$ cat src/rtl/tsm_pkg.sv
// ----------------------------------------------------------------------------
// tsm_pkg
// Shared types and constants for the two-way sorted merge block.
// ----------------------------------------------------------------------------
package tsm_pkg;

  localparam int QUEUE_DEPTH = 32;
  localparam int VALUE_BITS  = 32;
  localparam int PTR_W       = $clog2(QUEUE_DEPTH);
  localparam int CNT_W       = $clog2(QUEUE_DEPTH + 1);

  typedef enum logic [1:0] {
    REQ_ELEM_FIRST  = 2'd0,
    REQ_ELEM_SECOND = 2'd1,
    REQ_END_FIRST   = 2'd2,
    REQ_END_SECOND  = 2'd3
  } req_type_t;

  typedef enum logic [1:0] {
    STATUS_OK    = 2'd0,
    STATUS_FULL  = 2'd1,
    STATUS_ENDED = 2'd2
  } status_t;

  typedef struct packed {
    logic                         sel_second;
    logic                         is_end;
    logic signed [VALUE_BITS-1:0] value;
  } cmd_t;

  function automatic logic [PTR_W-1:0] ptr_inc(input logic [PTR_W-1:0] p);
    ptr_inc = (p == PTR_W'(QUEUE_DEPTH - 1)) ? '0 : p + 1'b1;
  endfunction

endpackage

$ cat src/rtl/tsm_front.sv
// ----------------------------------------------------------------------------
// tsm_front
// Accepts input transfers, decodes the request kind and holds the decoded
// commands in a two-entry queue for the merge engine.
// ----------------------------------------------------------------------------
module tsm_front (
  input  logic          clk,
  input  logic          rst_n,
  input  logic          in_tvalid,
  output logic          in_tready,
  input  logic [31:0]   in_tdata,   // value
  input  logic [1:0]    in_tuser,   // req_type
  output logic          cmd_valid,
  output tsm_pkg::cmd_t cmd,
  input  logic          cmd_pop
);
  import tsm_pkg::*;

  cmd_t       slot_r [2];
  logic       wr_r, wr_nxt;
  logic       rd_r, rd_nxt;
  logic [1:0] cnt_r, cnt_nxt;
  cmd_t       dec;
  logic       push;

  always_comb begin
    dec.value      = VALUE_BITS'($signed(in_tdata));
    dec.sel_second = 1'b0;
    dec.is_end     = 1'b0;
    unique case (req_type_t'(in_tuser))
      REQ_ELEM_FIRST: begin
        dec.sel_second = 1'b0;
        dec.is_end     = 1'b0;
      end
      REQ_ELEM_SECOND: begin
        dec.sel_second = 1'b1;
        dec.is_end     = 1'b0;
      end
      REQ_END_FIRST: begin
        dec.sel_second = 1'b0;
        dec.is_end     = 1'b1;
      end
      REQ_END_SECOND: begin
        dec.sel_second = 1'b1;
        dec.is_end     = 1'b1;
      end
    endcase
  end

  assign in_tready = (cnt_r != 2'd2);
  assign push      = in_tvalid && in_tready;
  assign cmd_valid = (cnt_r != 2'd0);
  assign cmd       = slot_r[rd_r];

  always_comb begin
    wr_nxt  = push ? ~wr_r : wr_r;
    rd_nxt  = cmd_pop ? ~rd_r : rd_r;
    cnt_nxt = cnt_r + 2'(push) - 2'(cmd_pop);
  end

  always_ff @(posedge clk) begin
    if (push) begin
      slot_r[wr_r] <= dec;
    end
  end

  always_ff @(posedge clk) begin
    if (!rst_n) begin
      wr_r  <= 1'b0;
      rd_r  <= 1'b0;
      cnt_r <= 2'd0;
    end else begin
      wr_r  <= wr_nxt;
      rd_r  <= rd_nxt;
      cnt_r <= cnt_nxt;
    end
  end

endmodule

$ cat src/rtl/tsm_back.sv
// ----------------------------------------------------------------------------
// tsm_back
// Merge engine: keeps the two sequence queues in memories, checks each
// command, and emits the smaller head while a choice can be made.
// ----------------------------------------------------------------------------
module tsm_back (
  input  logic          clk,
  input  logic          rst_n,
  input  logic          cfg_wen,
  input  logic          cfg_wdata,
  input  logic          cmd_valid,
  input  tsm_pkg::cmd_t cmd,
  output logic          cmd_pop,
  output logic          out_tvalid,
  input  logic          out_tready,
  output logic [39:0]   out_tdata,  // merged_value, merge_end, zero pad
  output logic [2:0]    out_tuser,  // has_value, status
  output logic          out_tlast   // run_last
);
  import tsm_pkg::*;

  typedef enum logic [2:0] {
    S_IDLE   = 3'b001,
    S_FETCH  = 3'b010,
    S_DECIDE = 3'b100
  } state_t;

  logic signed [VALUE_BITS-1:0] mem_fst [QUEUE_DEPTH];
  logic signed [VALUE_BITS-1:0] mem_snd [QUEUE_DEPTH];
  logic signed [VALUE_BITS-1:0] rdata_fst_r, rdata_snd_r;

  state_t           state_r, state_nxt;
  logic [PTR_W-1:0] wr_fst_r, wr_fst_nxt, rd_fst_r, rd_fst_nxt;
  logic [PTR_W-1:0] wr_snd_r, wr_snd_nxt, rd_snd_r, rd_snd_nxt;
  logic [CNT_W-1:0] cnt_fst_r, cnt_fst_nxt, cnt_snd_r, cnt_snd_nxt;
  logic             end_fst_r, end_fst_nxt, end_snd_r, end_snd_nxt;
  logic             tie_r;
  logic             wen_fst, wen_snd;

  logic                         out_valid_r, out_valid_nxt;
  logic signed [VALUE_BITS-1:0] out_value_r, out_value_nxt;
  logic                         out_has_r, out_has_nxt;
  logic                         out_end_r, out_end_nxt;
  status_t                      out_status_r, out_status_nxt;
  logic                         out_last_r, out_last_nxt;
  logic                         out_load, out_free;

  // merge decision on the registered heads
  logic             has_fst, has_snd, can_choose, take_fst;
  logic [CNT_W-1:0] cnt_fst_pop, cnt_snd_pop;
  logic             fin_pop, end_fst_pop, end_snd_pop, more;
  logic             sel_ended, sel_full;

  assign out_free = !out_valid_r || out_tready;

  assign has_fst    = (cnt_fst_r != '0);
  assign has_snd    = (cnt_snd_r != '0);
  assign can_choose = (has_fst && has_snd) || (has_fst && end_snd_r) ||
                      (has_snd && end_fst_r);
  assign take_fst   = (has_fst && has_snd) ?
                      ((rdata_fst_r < rdata_snd_r) ||
                       ((rdata_fst_r == rdata_snd_r) && tie_r)) : has_fst;
  assign cnt_fst_pop = cnt_fst_r - CNT_W'(take_fst);
  assign cnt_snd_pop = cnt_snd_r - CNT_W'(!take_fst);
  assign fin_pop     = end_fst_r && end_snd_r &&
                       (cnt_fst_pop == '0) && (cnt_snd_pop == '0);
  assign end_fst_pop = end_fst_r && !fin_pop;
  assign end_snd_pop = end_snd_r && !fin_pop;
  assign more        = ((cnt_fst_pop != '0) && (cnt_snd_pop != '0)) ||
                       ((cnt_fst_pop != '0) && end_snd_pop) ||
                       ((cnt_snd_pop != '0) && end_fst_pop);

  assign sel_ended = cmd.sel_second ? end_snd_r : end_fst_r;
  assign sel_full  = (cmd.sel_second ? cnt_snd_r : cnt_fst_r) == CNT_W'(QUEUE_DEPTH);

  always_comb begin
    state_nxt      = state_r;
    wr_fst_nxt     = wr_fst_r;
    rd_fst_nxt     = rd_fst_r;
    wr_snd_nxt     = wr_snd_r;
    rd_snd_nxt     = rd_snd_r;
    cnt_fst_nxt    = cnt_fst_r;
    cnt_snd_nxt    = cnt_snd_r;
    end_fst_nxt    = end_fst_r;
    end_snd_nxt    = end_snd_r;
    wen_fst        = 1'b0;
    wen_snd        = 1'b0;
    cmd_pop        = 1'b0;
    out_load       = 1'b0;
    out_value_nxt  = out_value_r;
    out_has_nxt    = out_has_r;
    out_end_nxt    = out_end_r;
    out_status_nxt = out_status_r;
    out_last_nxt   = out_last_r;

    unique case (state_r)
      S_IDLE: begin
        if (cmd_valid && out_free) begin
          cmd_pop = 1'b1;
          if (cmd.is_end) begin
            if (cmd.sel_second) begin
              end_snd_nxt = 1'b1;
            end else begin
              end_fst_nxt = 1'b1;
            end
            state_nxt = S_FETCH;
          end else if (sel_ended || sel_full) begin
            out_load       = 1'b1;
            out_value_nxt  = '0;
            out_has_nxt    = 1'b0;
            out_end_nxt    = 1'b0;
            out_status_nxt = sel_ended ? STATUS_ENDED : STATUS_FULL;
            out_last_nxt   = 1'b1;
          end else begin
            if (cmd.sel_second) begin
              wen_snd     = 1'b1;
              wr_snd_nxt  = ptr_inc(wr_snd_r);
              cnt_snd_nxt = cnt_snd_r + 1'b1;
            end else begin
              wen_fst     = 1'b1;
              wr_fst_nxt  = ptr_inc(wr_fst_r);
              cnt_fst_nxt = cnt_fst_r + 1'b1;
            end
            state_nxt = S_FETCH;
          end
        end
      end
      S_FETCH: begin
        state_nxt = S_DECIDE;
      end
      S_DECIDE: begin
        if (out_free) begin
          if (can_choose) begin
            if (take_fst) begin
              rd_fst_nxt = ptr_inc(rd_fst_r);
            end else begin
              rd_snd_nxt = ptr_inc(rd_snd_r);
            end
            cnt_fst_nxt    = cnt_fst_pop;
            cnt_snd_nxt    = cnt_snd_pop;
            end_fst_nxt    = end_fst_pop;
            end_snd_nxt    = end_snd_pop;
            out_load       = 1'b1;
            out_value_nxt  = take_fst ? rdata_fst_r : rdata_snd_r;
            out_has_nxt    = 1'b1;
            out_end_nxt    = fin_pop;
            out_status_nxt = STATUS_OK;
            out_last_nxt   = !more;
            state_nxt      = more ? S_FETCH : S_IDLE;
          end else begin
            if (end_fst_r && end_snd_r && !has_fst && !has_snd) begin
              // both sequences empty: end result without a value
              end_fst_nxt    = 1'b0;
              end_snd_nxt    = 1'b0;
              out_load       = 1'b1;
              out_value_nxt  = '0;
              out_has_nxt    = 1'b0;
              out_end_nxt    = 1'b1;
              out_status_nxt = STATUS_OK;
              out_last_nxt   = 1'b1;
            end
            state_nxt = S_IDLE;
          end
        end
      end
      default: begin
        state_nxt = S_IDLE;
      end
    endcase

    out_valid_nxt = out_load ? 1'b1 : (out_tready ? 1'b0 : out_valid_r);
  end

  always_ff @(posedge clk) begin
    if (wen_fst) begin
      mem_fst[wr_fst_r] <= cmd.value;
    end
    if (wen_snd) begin
      mem_snd[wr_snd_r] <= cmd.value;
    end
    rdata_fst_r <= mem_fst[rd_fst_r];
    rdata_snd_r <= mem_snd[rd_snd_r];
  end

  always_ff @(posedge clk) begin
    out_value_r  <= out_value_nxt;
    out_has_r    <= out_has_nxt;
    out_end_r    <= out_end_nxt;
    out_status_r <= out_status_nxt;
    out_last_r   <= out_last_nxt;
  end

  always_ff @(posedge clk) begin
    if (!rst_n) begin
      state_r     <= S_IDLE;
      wr_fst_r    <= '0;
      rd_fst_r    <= '0;
      wr_snd_r    <= '0;
      rd_snd_r    <= '0;
      cnt_fst_r   <= '0;
      cnt_snd_r   <= '0;
      end_fst_r   <= 1'b0;
      end_snd_r   <= 1'b0;
      out_valid_r <= 1'b0;
      tie_r       <= 1'b0;
    end else begin
      state_r     <= state_nxt;
      wr_fst_r    <= wr_fst_nxt;
      rd_fst_r    <= rd_fst_nxt;
      wr_snd_r    <= wr_snd_nxt;
      rd_snd_r    <= rd_snd_nxt;
      cnt_fst_r   <= cnt_fst_nxt;
      cnt_snd_r   <= cnt_snd_nxt;
      end_fst_r   <= end_fst_nxt;
      end_snd_r   <= end_snd_nxt;
      out_valid_r <= out_valid_nxt;
      if (cfg_wen) begin
        tie_r <= cfg_wdata;
      end
    end
  end

  assign out_tvalid = out_valid_r;
  assign out_tdata  = {7'b0, out_end_r, 32'(out_value_r)};
  assign out_tuser  = {out_status_r, out_has_r};
  assign out_tlast  = out_last_r;

endmodule

$ cat src/rtl/two_way_sorted_merge.sv
// ----------------------------------------------------------------------------
// two_way_sorted_merge
// Merges two tagged ascending sequences of signed values into one ascending
// stream, with a selectable tie rule and drop status for bad elements.
// ----------------------------------------------------------------------------
// an input transfer goes through the input queue, the command check and the head
// read before its first result; the engine takes the next command only once the
//   run is over, each merged result waiting on a registered head read before its compare
// dropped elements skip the head read; the input queue takes items while results wait
// reset: counts, ended flags and tie rule cleared; queue memories are not cleared
module two_way_sorted_merge (
  input  logic        clk,
  input  logic        rst_n,
  input  logic        cfg_wen,
  input  logic        cfg_wdata,   // tie_takes_first
  input  logic        in_tvalid,
  output logic        in_tready,
  input  logic [31:0] in_tdata,    // value
  input  logic [1:0]  in_tuser,    // req_type
  output logic        out_tvalid,
  input  logic        out_tready,
  output logic [39:0] out_tdata,   // merged_value, merge_end, zero pad
  output logic [2:0]  out_tuser,   // has_value, status
  output logic        out_tlast    // run_last
);
  import tsm_pkg::*;

  logic cmd_valid;
  logic cmd_pop;
  cmd_t cmd;

  tsm_front u_front (
    .clk       (clk),
    .rst_n     (rst_n),
    .in_tvalid (in_tvalid),
    .in_tready (in_tready),
    .in_tdata  (in_tdata),
    .in_tuser  (in_tuser),
    .cmd_valid (cmd_valid),
    .cmd       (cmd),
    .cmd_pop   (cmd_pop)
  );

  tsm_back u_back (
    .clk        (clk),
    .rst_n      (rst_n),
    .cfg_wen    (cfg_wen),
    .cfg_wdata  (cfg_wdata),
    .cmd_valid  (cmd_valid),
    .cmd        (cmd),
    .cmd_pop    (cmd_pop),
    .out_tvalid (out_tvalid),
    .out_tready (out_tready),
    .out_tdata  (out_tdata),
    .out_tuser  (out_tuser),
    .out_tlast  (out_tlast)
  );

endmodule

$ cat config.mk
export PLATFORM = sky130hd
export DESIGN_NAME = two_way_sorted_merge
export DESIGN_NICKNAME = d
export VERILOG_FILES = /design/src/rtl/tsm_pkg.sv /design/src/rtl/tsm_front.sv /design/src/rtl/tsm_back.sv /design/src/rtl/two_way_sorted_merge.sv
export SDC_FILE = /design/constraint.sdc
export NUM_CORES = 2
export LEC_CHECK = 0
export BUFFER_PORTS_ARGS = -buffer_cell sky130_fd_sc_hd__buf_4
export CAP_MARGIN = 10
export CORE_MARGIN = 2
export CORE_UTILIZATION = 60
export DETAILED_ROUTE_END_ITERATION = 10
export PLACE_DENSITY = 0.87
export SLEW_MARGIN = 20
export SYNTH_ARGS = -nofsm -noshare
export SYNTH_HDL_FRONTEND = slang
export SYNTH_SLANG_ARGS = --single-unit
export TNS_END_PERCENT = 5
$ cat constraint.sdc
create_clock -name clk -period 10.5 [get_ports clk]
set_input_delay 0.525 -clock clk [delete_from_list [all_inputs] [get_ports clk]]
set_output_delay 0.525 -clock clk [all_outputs]
set_load 0.05 [all_outputs]
==> impl_metrics.py <==
metrics = {
    "global_routing": {
        "overflow": 0,
        "grt_pass1_vias": 44782,
        "grt_first_pass_wirelength_mm": 337,
        "grt_antenna_before_repair": 17,
        "grt_usage_pct": 33.1,
        "grt_max_degree": 155,
    },
    "setup_path": {
        "crit_chain": "inv_1 > ha_1 > nand4_1 > or4_1 > o311a_1 > nand2_1 > nand2_1 > nor2_4 > ha_1 > ha_1 > nor2b_1 > nand2_1 > o31ai_1 > nand4_1 > a2111oi_1 > nor2_1",
        "r2r_cells": 16,
        "cp.arrival_ns": 5.84,
        "path_depth": 16,
        "cp-startpoint": "u_back.rdata_snd_r[14]$_DFF_P_",
        "critPathTopFamily": "simple AND/OR/NAND/NOR gates",
        "cp_slowest_cell": "nor2_4",
        "setup.worst_path.class": "reg2reg",
        "cp-end-kind": "register",
        "r2r_end": "u_back.end_fst_r$_SDFFE_PN0P_",
        "r2r_start": "u_back.rdata_snd_r[14]$_DFF_P_",
        "setup.worst_path.end": "u_back.end_fst_r$_SDFFE_PN0P_",
        "worstPathMaxFanout": 45,
        "worst-r2r-setup-slack_ns": 5.35,
        "max_stage_delay_ns": 0.89,
        "critPathBufInv": 1,
        "worstPathRequired_ns": 11.19,
        "cp-start-kind": "register",
    },
    "synth": {
        "synth_compound_area_share_pct": 1.13,
        "synthCells": 3788,
        "synthMuxAreaShare_pct": 18.1,
        "yosysTopAreaCell": "edfxtp_1",
        "synthSimpleGateAreaFrac_pct": 1.56,
        "synth_top_area_share_pct": 74.7,
        "synth_xor_area_share_pct": 0.111,
        "synth-edff-count": 2153,
        "synth_seq_cells": 2261,
        "syn-cell-area_um2": 86600,
        "synth_top_family_by_area": "multiplexers",
        "synthTopCellsByArea": "edfxtp_1, mux4_2, dfxtp_1",
        "ys_types": 60,
        "synth_warnings": 0,
        "syn_avg_cell_area_um2": 22.9,
        "yosysMostFrequentCell": "edfxtp_1",
        "synth_common_cells": "edfxtp_1, mux4_2, nor2_1, clkbuf_1, dfxtp_1",
        "post_synth_fa_ha_maj_area_fraction_pct": 0.795,
        "ys_seq_area_share_pct": 77.2,
        "synth-async-reset-ratio_pct": 0,
        "synthFlopType": "edfxtp_1",
    },
    "layout": {
        "area_growth_pct": 12.0,
        "layout.nets": 4117,
        "fin_area_um2": 97000,
        "regArea_um2": 66800,
        "final_util_pct": 67.6,
        "drive_above_1_share_pct": 31.1,
        "final_cells": 6098,
        "fillers": 7916,
        "multiInputGateArea_um2": 19300,
    },
    "drt": {
        "drt-wirelength-per-cell_um": 39.3,
        "vias": 44176,
        "detail-route-antenna-nets": 0,
        "wl_mm": 240,
        "dr.pass1.iters": 5,
        "routed_via_density": 7.24,
        "post-route-drc-count": 0,
        "dr.first_iter.drc_count": 7570,
    },
    "placement": {
        "place_area_um2": 90200,
        "dp_slack_ns": 5.71,
        "port_buffers": 78,
        "gp_congestion": 0.854,
        "place_inst": 5685,
        "dp_hpwl_mm": 120,
    },
    "min_path": {
        "hold_start": "rst_n",
        "holdCritPathClass": "in2reg",
    },
    "pwr": {
        "total_power_mw": 20.1,
        "power_frac_clock_pct": 36.3,
        "power.leakage_nw": 29.5,
        "pwr-share-seq_pct": 54.2,
        "swShare_pct": 24.6,
        "ir_drop_v": 0.000397,
        "power_density_nw_per_um2": 208,
        "intPower_mw": 15.2,
        "power_frac_comb_pct": 9.5,
        "p_sw_mw": 4.96,
    },
    "clock_tree": {
        "cts-resized-gates": 0,
        "clkTransAtPathRegs_ns": 0.07,
        "cts_tree": "built",
        "cts_hold_buf": 36,
        "clock-sinks": 2261,
        "root_buffer": "clkbuf_16",
        "cts_buffers": 201,
        "clock_path_buffers": 3,
        "cts_post_setup_buffers_inserted": 0,
        "h-tree-depth": 4,
        "clkLatencyLatePin_ns": 0.85,
    },
    "timing": {
        "maxSlewHeadroom_pct": 18.4,
        "period_share_pct": 49.0,
        "tns_ns": 0,
        "tightestPinTransition_ns": 1.22,
        "min_period_ns": 5.15,
        "maxSlewViolCount": 0,
        "finalHoldViolations": 0,
        "clock_skew_ns": 0.0289,
        "fmax_ghz": 0.194,
        "fin_ws_ns": 5.35,
        "setup_violations": 0,
        "rsz0062_at_grt": "false",
        "hold_slack_ns": 0.0878,
    },
    "floorplan": {
        "dieArea_um2": 147000,
        "coreArea_um2": 143000,
        "die_w_um": 384,
        "rows": 139,
        "start_util_pct": 60.3,
        "top_level_ports": 86,
        "die_h_um": 384,
    },
    "flow_run": {
        "maxCapViolCount": 0,
    },
    "outcome": {
        "outcome": "finished clean",
    },
}
==> kinds of logic (layout without fill, tap and decap cells) <==
| kind of cell | after synthesis | in the layout |
|---|---|---|
| flops | 2261 | 2261 |
| mux | 750 | 750 |
| simple gates | 292 | 292 |
| buf+inv | 253 | 649 |
| compound gates | 165 | 165 |
| fa+ha+maj | 55 | 55 |
| xor+xnor | 11 | 11 |
| other cells | 1 | 12 |
==> state kept, by name, summed over array words and instances (netlist names), 2 cells and up, named ones only <==
register	cells
u_back.cnt_fst_r	6
u_back.cnt_snd_r	6
u_back.mem_fst	1024
u_back.mem_snd	1024
u_back.out_status_r	2
u_back.out_value_r	32
u_back.rd_fst_r	5
u_back.rd_snd_r	5
u_back.rdata_fst_r	32
u_back.rdata_snd_r	32
u_back.state_r	3
u_back.wr_fst_r	5
u_back.wr_snd_r	5
u_front.cnt_r	2
u_front.slot_r	68
==> metal layers <==
layer | GRT usage [%] | routed length (um) | vias to the layer above
met2 | 54.7 | 120000 | 4287
met3 | 7.78 | 30200 | 841
met5 | 0 | 96 | -
met1 | 41.0 | 73900 | 22628
met4 | 17.9 | 15100 | 14
li1 | - | - | 16406
==> power by group through the flow <==
stage	combinational, mW	clock [mW]	sequential (mW)
floorplan	0.858	0	11.1
global placement	1.64	0	11.1
detailed placement	1.77	0	11.1
CTS	1.83	7.30	10.9
global route	1.98	7.61	10.9
finish	1.91	7.31	10.9
==> cell usage in the layout, fill, tap and decap left out, types with 6 or more instances in the layout <==
cell              n
nand2_1          46
inv_1            49
dfxtp_4           8
and3_1            6
nand3b_1          8
ha_1             55
dfxtp_1          97
a21oi_1         103
mux2_2           92
xnor2_1           9
bufinv_16        14
clkbuf_8         11
buf_4           188
conb_1            7
mux2i_1          13
nor2_1           84
dlygate4sd3_1    36
mux4_2          640
nand3_1          23
nor2_4           67
nor3_1           10
edfxtp_1       2153
clkbuf_16       205
clkinv_2         36
o21ai_0          18
clkinv_1         44
nand4_1          10
clkbuf_1         49
==> cell type report <==
class / instances / share of cell area [%]
Sequential cell: 2261 / 68.9
Clock buffer: 265 / 5.64
Timing Repair Buffer: 229 / 1.94
Antenna cell: 5 / 0.0129
Tap cell: 1903 / 2.46
Inverter: 49 / 0.190
Clock inverter: 106 / 0.921
Multi-Input combinational cell: 1280 / 19.9
==> how the worst min path moves through the flow <==
stage                                       to  slack [ns]  cells past startpoint
6_report       u_back.rd_fst_r[0]$_SDFFE_PN0P_        0.09                      2
4_1_cts        u_back.rd_fst_r[0]$_SDFFE_PN0P_        0.03                      2
3_5_place_dp    u_back.state_r[2]$_SDFFE_PN0P_        0.49                      1
2_1_floorplan        u_back.tie_r$_SDFFE_PN0P_        0.46                      2
5_1_grt        u_back.rd_fst_r[0]$_SDFFE_PN0P_        0.06                      2
3_3_place_gp    u_back.state_r[2]$_SDFFE_PN0P_        0.47                      1
No activity file was read; power rests on OpenSTA's default activity.
